[config.mk]
export PLATFORM = sky130hd
export DESIGN_NAME = autobaud_pulse_detector
export DESIGN_NICKNAME = d
export VERILOG_FILES = /design/src/hw/rtl/apd_pkg.sv /design/src/hw/rtl/apd_div.sv /design/src/hw/rtl/apd_snap.sv /design/src/hw/rtl/autobaud_pulse_detector.sv
export SDC_FILE = /design/constraint.sdc
export NUM_CORES = 1
export LEC_CHECK = 0
export ABC_AREA = 1
export BUFFER_PORTS_ARGS = -buffer_cell sky130_fd_sc_hd__buf_4
export CORE_MARGIN = 4
export CORE_UTILIZATION = 60
export CTS_CLUSTER_SIZE = 20
export DETAILED_ROUTE_END_ITERATION = 10
export GPL_TIMING_DRIVEN = 0
export PLACE_DENSITY_LB_ADDON = 0.05
export SYNTH_ARGS = -nofsm -noshare
export SYNTH_HDL_FRONTEND = slang
export SYNTH_SLANG_ARGS = --single-unit
[constraint.sdc]
create_clock -name clk -period 18.99 [get_ports clk]
set_input_delay 3.798 -clock clk [delete_from_list [all_inputs] [get_ports clk]]
set_output_delay 3.798 -clock clk [all_outputs]
set_load 0.1 [all_outputs]
[src/hw/rtl/apd_pkg.sv]
// Package for the autobaud pulse detector: field widths, register indexes,
// default parameter values and the table of standard baud rates.
// No dependencies.
package apd_pkg;

	localparam int APD_DEF_TIME_WIDTH    = 32;
	localparam int APD_DEF_RATE_ENTRIES  = 9;
	localparam int APD_STD_RATE_COUNT    = 9;
	localparam int APD_RATE_W            = 32;
	localparam int APD_MIN_PULSE_W       = 16;
	localparam int APD_CFG_INDEX_W       = 2;
	localparam int APD_S_TDATA_W         = 32;
	localparam int APD_M_TDATA_W         = 72;

	localparam logic [APD_MIN_PULSE_W-1:0] APD_RST_MIN_PULSE = 16'd5;
	localparam logic [APD_RATE_W-1:0]      APD_RST_TICKS     = 32'd1000000;
	localparam logic [APD_RATE_W-1:0]      APD_RST_FALLBACK  = 32'd115200;

	typedef enum logic [APD_CFG_INDEX_W-1:0] {
		REG_MIN_PULSE = 2'd0,
		REG_TICKS     = 2'd1,
		REG_FALLBACK  = 2'd2
	} apd_cfg_reg_t;

	localparam logic CMD_RESTART = 1'b0;
	localparam logic CMD_EDGE    = 1'b1;

	typedef struct packed {
		logic busy;
		logic done;
	} apd_unit_stat_t;

	function automatic logic [APD_RATE_W-1:0] apd_std_rate(input logic [3:0] idx);
		logic [APD_RATE_W-1:0] r;
		unique case (idx)
			4'd0:    r = 32'd9600;
			4'd1:    r = 32'd19200;
			4'd2:    r = 32'd38400;
			4'd3:    r = 32'd57600;
			4'd4:    r = 32'd115200;
			4'd5:    r = 32'd230400;
			4'd6:    r = 32'd250000;
			4'd7:    r = 32'd500000;
			4'd8:    r = 32'd1000000;
			default: r = 32'd9600;
		endcase
		return r;
	endfunction

endpackage

[src/hw/rtl/apd_div.sv]
// Restoring divider for the autobaud pulse detector: one quotient bit per cycle
// through a single shared subtract-and-compare unit.
// Depends on apd_pkg.
module apd_div import apd_pkg::*; #(
	parameter int TIME_WIDTH = APD_DEF_TIME_WIDTH
) (
	input  logic                    clk,
	input  logic                    arst_n,
	input  logic                    start,
	input  logic [APD_RATE_W-1:0]   dividend,
	input  logic [TIME_WIDTH-1:0]   divisor,
	output logic [APD_RATE_W-1:0]   quotient,
	output apd_unit_stat_t          stat
);

	localparam int CW = $clog2(APD_RATE_W);

	logic [TIME_WIDTH:0]   rem_q;
	logic [APD_RATE_W-1:0] quo_q;
	logic [TIME_WIDTH-1:0] dsr_q;
	logic [CW-1:0]         cnt_q;
	logic                  busy_q;
	logic                  done_q;
	logic [TIME_WIDTH:0]   shifted;
	logic [TIME_WIDTH:0]   diff;
	logic                  fits;

	always_comb begin
		shifted = {rem_q[TIME_WIDTH-1:0], quo_q[APD_RATE_W-1]};
		diff    = shifted - {1'b0, dsr_q};
		fits    = shifted >= {1'b0, dsr_q};
	end

	always_ff @(posedge clk or negedge arst_n) begin
		if (!arst_n) begin
			busy_q <= 1'b0;
			done_q <= 1'b0;
			cnt_q  <= '0;
		end else begin
			done_q <= 1'b0;
			if (start) begin
				busy_q <= 1'b1;
				cnt_q  <= '0;
			end else if (busy_q) begin
				if (cnt_q == CW'(APD_RATE_W - 1)) begin
					busy_q <= 1'b0;
					done_q <= 1'b1;
				end else begin
					cnt_q <= cnt_q + CW'(1);
				end
			end
		end
	end

	always_ff @(posedge clk) begin
		if (start) begin
			rem_q <= '0;
			quo_q <= dividend;
			dsr_q <= divisor;
		end else if (busy_q) begin
			rem_q <= fits ? diff : shifted;
			quo_q <= {quo_q[APD_RATE_W-2:0], fits};
		end
	end

	assign quotient  = quo_q;
	assign stat.busy = busy_q;
	assign stat.done = done_q;

endmodule

[src/hw/rtl/apd_snap.sv]
// Nearest standard rate search for the autobaud pulse detector: one table
// entry per cycle through a shared difference and compare unit.
// Depends on apd_pkg.
module apd_snap import apd_pkg::*; #(
	parameter int RAW_W   = APD_RATE_W,
	parameter int ENTRIES = APD_STD_RATE_COUNT
) (
	input  logic                  clk,
	input  logic                  arst_n,
	input  logic                  start,
	input  logic [RAW_W-1:0]      raw,
	output logic [APD_RATE_W-1:0] best,
	output apd_unit_stat_t        stat
);

	localparam int IW = (ENTRIES > 1) ? $clog2(ENTRIES) : 1;

	logic [RAW_W-1:0]      raw_q;
	logic [RAW_W-1:0]      best_diff_q;
	logic [APD_RATE_W-1:0] best_q;
	logic [IW-1:0]         idx_q;
	logic                  first_q;
	logic                  busy_q;
	logic                  done_q;
	logic [APD_RATE_W-1:0] rate;
	logic [RAW_W-1:0]      rate_ext;
	logic [RAW_W-1:0]      diff;

	always_comb begin
		rate     = apd_std_rate(4'(idx_q));
		rate_ext = RAW_W'(rate);
		diff     = (raw_q > rate_ext) ? (raw_q - rate_ext) : (rate_ext - raw_q);
	end

	always_ff @(posedge clk or negedge arst_n) begin
		if (!arst_n) begin
			busy_q  <= 1'b0;
			done_q  <= 1'b0;
			first_q <= 1'b0;
			idx_q   <= '0;
		end else begin
			done_q <= 1'b0;
			if (start) begin
				busy_q  <= 1'b1;
				first_q <= 1'b1;
				idx_q   <= '0;
			end else if (busy_q) begin
				first_q <= 1'b0;
				if (idx_q == IW'(ENTRIES - 1)) begin
					busy_q <= 1'b0;
					done_q <= 1'b1;
				end else begin
					idx_q <= idx_q + IW'(1);
				end
			end
		end
	end

	always_ff @(posedge clk) begin
		if (start) begin
			raw_q <= raw;
		end else if (busy_q && (first_q || diff < best_diff_q)) begin
			best_diff_q <= diff;
			best_q      <= rate;
		end
	end

	assign best      = best_q;
	assign stat.busy = busy_q;
	assign stat.done = done_q;

endmodule

[src/hw/rtl/autobaud_pulse_detector.sv]
// Top level of the autobaud pulse detector: stream ports, configuration
// registers, pulse state and the sequencer over the divider and rate search.
// Depends on apd_pkg, apd_div and apd_snap.
//
//  channel  | handshake          | payload
//  ---------+--------------------+------------------------------------------
//  s_*      | s_tvalid/s_tready  | tuser: command; tdata: edge_time
//  m_*      | m_tvalid/m_tready  | tdata: detected, shortest_pulse_out, baud
//  cfg_*    | cfg_valid/cfg_ready| cfg_index, cfg_data
//
// An edge that needs a quotient is evaluated, then runs through the bit-serial divider,
// the rate table search and the hand-over to the output register. A zero shortest pulse
// skips the divider and goes straight to the search; a restart or an edge without
// detection skips both the divider and the search.
// Reset clears the pulse state and loads the register defaults. The input is ready
// again once the result is registered, and a result still waiting at m_* holds the
// next one in its final state.
module autobaud_pulse_detector import apd_pkg::*; #(
	parameter int TIME_WIDTH         = APD_DEF_TIME_WIDTH,
	parameter int RATE_TABLE_ENTRIES = APD_DEF_RATE_ENTRIES
) (
	input  logic                       clk,
	input  logic                       arst_n,
	input  logic                       s_tvalid,
	output logic                       s_tready,
	input  logic [APD_S_TDATA_W-1:0]   s_tdata,   // [31:0] edge_time
	input  logic [0:0]                 s_tuser,   // [0] command
	output logic                       m_tvalid,
	input  logic                       m_tready,
	output logic [APD_M_TDATA_W-1:0]   m_tdata,   // [0] detected, [32:1] shortest, [64:33] baud
	input  logic                       cfg_valid,
	output logic                       cfg_ready,
	input  logic [APD_CFG_INDEX_W-1:0] cfg_index,
	input  logic [APD_RATE_W-1:0]      cfg_data
);

	localparam int RAW_W  = (TIME_WIDTH > APD_RATE_W) ? TIME_WIDTH : APD_RATE_W;
	localparam int SNAP_N = (RATE_TABLE_ENTRIES < APD_STD_RATE_COUNT) ?
		RATE_TABLE_ENTRIES : APD_STD_RATE_COUNT;

	typedef enum logic [2:0] {
		S_IDLE,
		S_EVAL,
		S_DIV,
		S_SNAP,
		S_DONE
	} state_t;

	state_t                      state_q;
	logic [APD_MIN_PULSE_W-1:0]  min_pulse_q;
	logic [APD_RATE_W-1:0]       ticks_q;
	logic [APD_RATE_W-1:0]       fallback_q;
	logic [TIME_WIDTH-1:0]       shortest_q;
	logic [TIME_WIDTH-1:0]       last_edge_q;
	logic                        detected_q;
	logic [APD_RATE_W-1:0]       baud_q;
	logic                        m_tvalid_q;
	logic [APD_M_TDATA_W-1:0]    m_tdata_q;

	logic                        s_accept;
	logic [TIME_WIDTH-1:0]       now;
	logic [TIME_WIDTH-1:0]       gap;
	logic                        take;
	logic                        div_start;
	logic                        snap_start;
	logic [RAW_W-1:0]            snap_raw;
	logic [APD_RATE_W-1:0]       div_quo;
	logic [APD_RATE_W-1:0]       snap_best;
	apd_unit_stat_t              div_stat;
	apd_unit_stat_t              snap_stat;
	logic                        no_estimate;
	logic                        zero_pulse;

	assign s_tready  = (state_q == S_IDLE);
	assign s_accept  = s_tvalid && s_tready;
	assign cfg_ready = 1'b1;
	assign m_tvalid  = m_tvalid_q;
	assign m_tdata   = m_tdata_q;

	always_comb begin
		now  = TIME_WIDTH'(s_tdata);
		gap  = now - last_edge_q;
		take = (gap >= TIME_WIDTH'(min_pulse_q)) && (gap < shortest_q);
	end

	always_comb begin
		no_estimate = !detected_q || (shortest_q == {TIME_WIDTH{1'b1}});
		zero_pulse  = (shortest_q == '0);
		div_start   = (state_q == S_EVAL) && !no_estimate && !zero_pulse;
		snap_start  = ((state_q == S_EVAL) && !no_estimate && zero_pulse) ||
			((state_q == S_DIV) && div_stat.done);
		snap_raw    = (state_q == S_EVAL) ? RAW_W'({TIME_WIDTH{1'b1}}) : RAW_W'(div_quo);
	end

	always_ff @(posedge clk or negedge arst_n) begin
		if (!arst_n) begin
			min_pulse_q <= APD_RST_MIN_PULSE;
			ticks_q     <= APD_RST_TICKS;
			fallback_q  <= APD_RST_FALLBACK;
		end else if (cfg_valid && cfg_ready) begin
			unique case (cfg_index)
				REG_MIN_PULSE: min_pulse_q <= cfg_data[APD_MIN_PULSE_W-1:0];
				REG_TICKS:     ticks_q     <= cfg_data;
				REG_FALLBACK:  fallback_q  <= cfg_data;
				default:       ;
			endcase
		end
	end

	always_ff @(posedge clk or negedge arst_n) begin
		if (!arst_n) begin
			state_q     <= S_IDLE;
			shortest_q  <= {TIME_WIDTH{1'b1}};
			last_edge_q <= '0;
			detected_q  <= 1'b0;
			m_tvalid_q  <= 1'b0;
		end else begin
			if (state_q == S_DONE && (!m_tvalid_q || m_tready)) begin
				m_tvalid_q <= 1'b1;
			end else if (m_tvalid_q && m_tready) begin
				m_tvalid_q <= 1'b0;
			end
			unique case (state_q)
				S_IDLE: begin
					if (s_accept) begin
						if (s_tuser[0] == CMD_RESTART) begin
							shortest_q <= {TIME_WIDTH{1'b1}};
							detected_q <= 1'b0;
						end else begin
							last_edge_q <= now;
							if (take) begin
								shortest_q <= gap;
								detected_q <= 1'b1;
							end
						end
						state_q <= S_EVAL;
					end
				end
				S_EVAL: begin
					if (no_estimate) begin
						state_q <= S_DONE;
					end else if (zero_pulse) begin
						state_q <= S_SNAP;
					end else begin
						state_q <= S_DIV;
					end
				end
				S_DIV: begin
					if (div_stat.done) begin
						state_q <= S_SNAP;
					end
				end
				S_SNAP: begin
					if (snap_stat.done) begin
						state_q <= S_DONE;
					end
				end
				S_DONE: begin
					if (!m_tvalid_q || m_tready) begin
						state_q <= S_IDLE;
					end
				end
				default: state_q <= S_IDLE;
			endcase
		end
	end

	always_ff @(posedge clk) begin
		if (state_q == S_EVAL && no_estimate) begin
			baud_q <= fallback_q;
		end else if (state_q == S_SNAP && snap_stat.done) begin
			baud_q <= snap_best;
		end
		if (state_q == S_DONE && (!m_tvalid_q || m_tready)) begin
			m_tdata_q <= {{(APD_M_TDATA_W - 2*APD_RATE_W - 1){1'b0}}, baud_q,
				APD_RATE_W'(shortest_q), detected_q};
		end
	end

	apd_div #(
		.TIME_WIDTH (TIME_WIDTH)
	) u_div (
		.clk      (clk),
		.arst_n   (arst_n),
		.start    (div_start),
		.dividend (ticks_q),
		.divisor  (shortest_q),
		.quotient (div_quo),
		.stat     (div_stat)
	);

	apd_snap #(
		.RAW_W   (RAW_W),
		.ENTRIES (SNAP_N)
	) u_snap (
		.clk    (clk),
		.arst_n (arst_n),
		.start  (snap_start),
		.raw    (snap_raw),
		.best   (snap_best),
		.stat   (snap_stat)
	);

`ifndef ASSERT_OFF
	// The detected flag and an all-ones shortest pulse always exclude each other.
	a_detect_consistent: assert property (@(posedge clk) disable iff (!arst_n)
		detected_q == (shortest_q != {TIME_WIDTH{1'b1}}))
		else $error("detected flag disagrees with the shortest pulse");

	// An accepted transaction blocks the input side on the next cycle.
	a_busy_after_accept: assert property (@(posedge clk) disable iff (!arst_n)
		s_accept |=> !s_tready)
		else $error("input still ready after a transaction was accepted");

	// The divider runs only while the sequencer waits for it.
	a_div_owned: assert property (@(posedge clk) disable iff (!arst_n)
		div_stat.busy |-> state_q == S_DIV)
		else $error("divider busy outside the divide state");

	// The rate search runs only while the sequencer waits for it.
	a_snap_owned: assert property (@(posedge clk) disable iff (!arst_n)
		snap_stat.busy |-> state_q == S_SNAP)
		else $error("rate search busy outside the search state");
`endif

endmodule

==> metrics.txt, run 1 <==
maximum VDD drop 108 uV; Fmax 146 MHz; slowest cell delay on critical path 430 ps; initial core utilization 60.6%; largest net degree at the start of global routing 125; die area 45600 um^2; DRT Pass-1 Iters 6; cell taking the most area after synthesis edfxtp_1; pwr/cell area 171 nW/um^2; CTS tree built; RD Place Congestion 0.983; CP max-delay cell fa_1; Top cell by count, worst path nand2_1; fin cells 3841; DRC viols 0; drt initial violations 1907; worst slew pin tran 1320 ps; Clock Latency Late Sink 590 ps; Post-DP HPWL 52.4 mm; # nets final 3521; Final Hold Viols 0; Post-CTS Hold Buffers 0; Fill cells 3366; dpl ws 11620 ps; Post-Syn Area per Cell 8.27 um^2; chip width 214 um; mux cell area share after synthesis 0.705%; worst hold endpoint m_tdata[64]; placed cell area 27200 um^2; GRT Residual Overflow 0; critical path type in -> reg; r2r worst-path depth 31; GRT Util Overall 29.8%; PostCTS Resize Cnt 0; EDFF count, synth 240; detailed-route wire length per cell 17.5 um; final period utilization 36.0%; vias per cell 5.46; Worst setup EP type flop; Synth cell types 52; post-synthesis compound-gate area fraction 9.48%; final WL 67.3 mm; Root Buffer clkbuf_16; area delta synth->final 13.9%; Fin Clk Skew 30.9 ps; DR vias 21000; worst reg-to-reg setup slack 12400 ps; Min-Delay Path Depth 0; Post-CTS Setup Inserts 0; H-tree levels 2; adder-cell area share of the yosys netlist 9.21%; Slew Viols, Final 0; most frequent cells in the layout nand2_1 (785), inv_1 (556), edfxtp_1 (240), nor2_1 (214), o21ai_0 (197); vias in the first global route 20300; CTS buffer count 45; largest family of logic cells by synthesized area simple AND/OR/NAND/NOR gates; commonest non-fill, non-tap cell in the layout nand2_1; sequential element share of the synthesized area 47.2%; relative slew slack 11.8%; worst hold path type reg -> reg; Synth Area in Simple Gates 21.0%; RSZ-0062 raised after global routing false; startpoint types input pin; first-pass GRT wire length 107 mm; dominant synthesized flop cell edfxtp_1; FFs w/ async S/R, synth 37.5%; worst r2r src u_snap.idx_q[0]; Post-Synthesis Cells 3069; hold_sp baud_q[31]; XOR/XNOR Fraction of Synth Area 2.62%; clk buf depth 3; Die Ht 214 um; placed cells 3756; FF-to-FF End u_snap.best_diff_q[30]; Final Total Pwr 0.00495 W; antenna violations before repair 1; Worst Slack Setup Final 12150 ps; fin crit period 6840 ps; share of layout cells above drive strength 1 10.8%; PortBufs 138; Setup TNS Final 0 ps; synth top area cells edfxtp_1 (28%), nand2_1 (12%), dfrtp_1 (12%); yosys warns 0; static leakage 14.1 nW; Final setup viols 0; synthesized area 25400 um^2; max-cap violations 0; clock slew at reported path FFs 60 ps; critical path required time 19480 ps; DRT antenna net count 0; crit path DAT 7330 ps; CP max FO 10; fraction of post-synthesis cell area in the top cell type by area 28.4%; Core Area 41900 um^2; finished layout cell area 28900 um^2; CTS sink count 435; Yosys reg bits 435; IO Count 147; status completed; # rows 75
## per-stage QoR
| step | hold WS (ps) | util, % |
|---|---|---|
| 2_1_floorplan | 400 | - |
| 4_1_cts | 416 | 69.0 |
| 3_3_place_gp | 401 | 64.8 |
| 3_5_place_dp | 405 | 65.0 |
| 5_1_grt | 422 | 69.0 |
| 6_report | 413 | 69.1 |
## worst max-delay path, delay by kind of cell
kind	cells	cell delay, ps
adder cells (fa/ha/maj)	3	770
AO/OA/AOI/OAI	4	710
AND/OR/NAND/NOR	14	1410
buffers and inverters	6	620
## registers in the layout, indices dropped and copies added, names as in the netlist, 3 cells and up
| signal | cells |
|---|---|
| shortest_q | 32 |
| u_snap.best | 15 |
| fallback_q | 32 |
| u_snap.best_diff_q | 32 |
| ticks_q | 32 |
| u_snap.raw_q | 32 |
| u_div.rem_q | 32 |
| baud_q | 32 |
| state_q | 3 |
| u_div.cnt_q | 5 |
| m_tdata | 65 |
| u_snap.idx_q | 4 |
| u_div.dsr_q | 32 |
| last_edge_q | 32 |
| min_pulse_q | 16 |
| u_div.quotient | 32 |
## worst max-delay path by stage
| stage | startpoint | end | slack [ps] | depth (start not counted) |
|---|---|---|---|---|
| after global placement | m_tready | m_tdata[54] | 10260 | 3 |
| after floorplan | m_tready | m_tdata[0] | 11930 | 2 |
| final | s_tdata[0] | shortest_q[24] | 12150 | 27 |
| after CTS | s_tdata[0] | shortest_q[24] | 12200 | 27 |
| after global routing | s_tdata[0] | shortest_q[16] | 11890 | 26 |
| after detailed placement | s_tdata[0] | shortest_q[24] | 11620 | 27 |
## layout make-up
class / count / area (um^2) / share of cell area [%]
tap: 539 / 674 / 2.33
antenna: 1 / 2.50 / 0.00866
clock inverter: 28 / 427 / 1.48
timing repair buffer: 142 / 1130 / 3.91
inverter: 558 / 2090 / 7.25
sequential: 435 / 12000 / 41.5
multi-input combinational: 2005 / 11000 / 38.0
clock buffer: 56 / 1250 / 4.33
buffer: 77 / 364 / 1.26
## cell families after synthesis
| kind of cell | after synthesis |
|---|---|
| flops | 435 |
| fa+ha+maj | 185 |
| mux | 16 |
| buf+inv | 635 |
| other cells | 2 |
| xor+xnor | 76 |
| simple gates | 1270 |
| compound gates | 450 |
## synth_stat cells (all sizes together) (29+ instances only)
cell type and instances:
ha 182, inv 557, dfxtp 32, nand3 122, dfstp 45, nand2 800, o21ai 209, a21oi 186
dfrtp 118, clkbuf 49, xnor2 30, xor2 46, nand3b 29, nor2 220, edfxtp 240
## routing by layer
layer,vias to the layer above,global-route usage [%],share of wire (%)
met1,9813,45.2,46
met5,-,0,0
met4,0,7.66,2.4
li1,10300,-,-
met3,107,4.08,7.6
met2,770,45.7,44
## where the power goes
group          switching [W]  total, W  internal (W)
registers           0.000163   0.00154       0.00138
clock network       0.000390  0.000998      0.000609
logic                0.00162   0.00240      0.000780
total                0.00218   0.00495       0.00277
Note: power is estimated with default switching activity, not from simulation.
==> run 2: changes to the inputs <==
- CORE_UTILIZATION: 60 -> 56
- clock period: 18.99 -> 5.5 ns (I/O delays scaled with it)
==> run 2 against run 1 <==
Non-clock buffer count is 15 higher; total power grew to 3.4 times the previous value; setup slack got worse by 12000 ps; sequential cell count did not move; critical path depth grew 5; first-iteration DRC count down 4.9%; global-route usage down 2.8 points; via count hardly changed; critical endpoint is now u_snap.best_diff_q[17]; highest routed layer is now met5.
==> metrics.txt, run 2 (synthesis results as in run 1) <==
status completed; DRT antenna net count 0; GRT Util Overall 27.0%; slowest cell delay on critical path 450 ps; clock slew at reported path FFs 60 ps; CP Buf/Inv Count 11; RD Place Congestion 0.969; Top cell by count, worst path nand2_1; drt initial violations 1813; Clock Latency Late Sink 590 ps; chip width 221 um; Core Area 44500 um^2; # nets final 3536; commonest non-fill, non-tap cell in the layout nand2_1; pwr/cell area 577 nW/um^2; Post-CTS Hold Buffers 0; Fmax 187 MHz; CTS buffer count 45; share of layout cells above drive strength 1 12.6%; die area 48800 um^2; crit path DAT 5660 ps; static leakage 14.1 nW; DR top layer met5; Ant. Diodes 0; detailed-route wire length per cell 17.3 um; final period utilization 97.0%; Worst Slack Setup Final 165 ps; H-tree levels 2; # rows 77; IO Count 147; CTS tree built; critical path required time 5820 ps; Metal-1 WL 32.1 mm; Final setup viols 0; worst hold path type reg -> reg; maximum VDD drop 345 uV; PortBufs 138; max-cap violations 0; most frequent cells in the layout nand2_1 (783), inv_1 (550), edfxtp_1 (240), nor2_1 (203), o21ai_0 (186); Sequential Area 12000 um^2; WL met2 29.6 mm; fin cells 3908; final WL 67.6 mm; area occupied by multi-input gates 11200 um^2; critical path type reg -> reg; Final Hold Viols 0; CP max-delay cell ha_1; initial core utilization 57.0%; clk buf depth 3; Root Buffer clkbuf_16; worst slew pin tran 1330 ps; Die Ht 221 um; vias in the first global route 20100; DR vias 21000; delay-heaviest family, CP buffers and inverters; Slew Viols, Final 0; first-pass GRT wire length 107 mm; largest net degree at the start of global routing 110; CTS sink count 435; Worst setup EP type flop; Post-DP HPWL 52.6 mm; antenna violations before repair 1; DRT Pass-1 Iters 6; startpoint types flop; Fin Clk Skew 29.8 ps; vias per cell 5.36; dpl ws -804 ps; relative slew slack 11.4%; fin crit period 5330 ps; CP max FO 16; GRT Residual Overflow 0; placed cells 3810; area delta synth->final 15.3%; Largest register FFs 65; DRC viols 0; WL met3 4.54 mm; worst reg-to-reg setup slack 170 ps; Fill cells 3827
-- run 2: cell count changes in the layout (fill, tap and decap cells not counted), sizes merged --
cell	change
buf	+15
bufinv	-4
clkinvlp	+4
inv	-3
clkinv	+2
clkbuf	+1
diode	-1
-- run 2: metrics by stage --
step / setup TNS, ps / instance area (um^2) / utilization, % / total power, W / hold slack, ps
finish: 0 / 29300 / 65.7 / 0.0169 / 418
CTS: 0 / 28900 / 65.0 / 0.0168 / 420
detailed placement: -33970 / 27300 / 61.3 / 0.0135 / 405
floorplan: 0 / 25400 / - / 0.0113 / 400
global route: -2240 / 29300 / 65.7 / 0.0182 / 423
global placement: -101790 / 27200 / 61.1 / 0.0133 / 402
-- run 2: repair_timing --
| item | in CTS | in global routing |
|---|---|---|
| resized for setup | 23 | 54 |
| buffers inserted | 1 | 12 |
| cloned | 0 | 2 |
| endpoints found under the setup margin | 47 | 47 |
| pin swaps | 2 | 4 |
| endpoints found under the hold margin | 0 | 0 |
-- run 2: per-layer routing --
metal	global-route usage (%)	up-vias
li1	-	10300
met1	41.4	9891
met2	41.2	659
met3	3.55	88
met4	6.04	2
met5	0	-
-- run 2: worst paths after layout --
path | depth (start not counted) | start | to
max | 32 | u_snap.idx_q[2] | u_snap.best_diff_q[17]
min | 0 | baud_q[27] | m_tdata[60]
max reg2reg | 32 | u_snap.idx_q[2] | u_snap.best_diff_q[17]
min reg2reg | 0 | baud_q[27] | m_tdata[60]
max in group asynchronous | 2 | arst_n | fallback_q[25]
min in group asynchronous | 1 | arst_n | fallback_q[13]
-- run 2: layout make-up --
type,instances,area share (%)
Clock buffer,57,4.25
Multi-Input combinational cell,2005,38.2
Tap cell,592,2.53
Inverter,558,7.18
Sequential cell,435,41.0
Buffer,76,1.30
Clock inverter,27,1.09
Timing Repair Buffer,158,4.48
-- run 2: where the power goes --
| group | internal [W] | switching [W] |
|---|---|---|
| Sequential | 0.00477 | 0.000553 |
| Clock | 0.00190 | 0.00130 |
| Combinational | 0.00275 | 0.00563 |
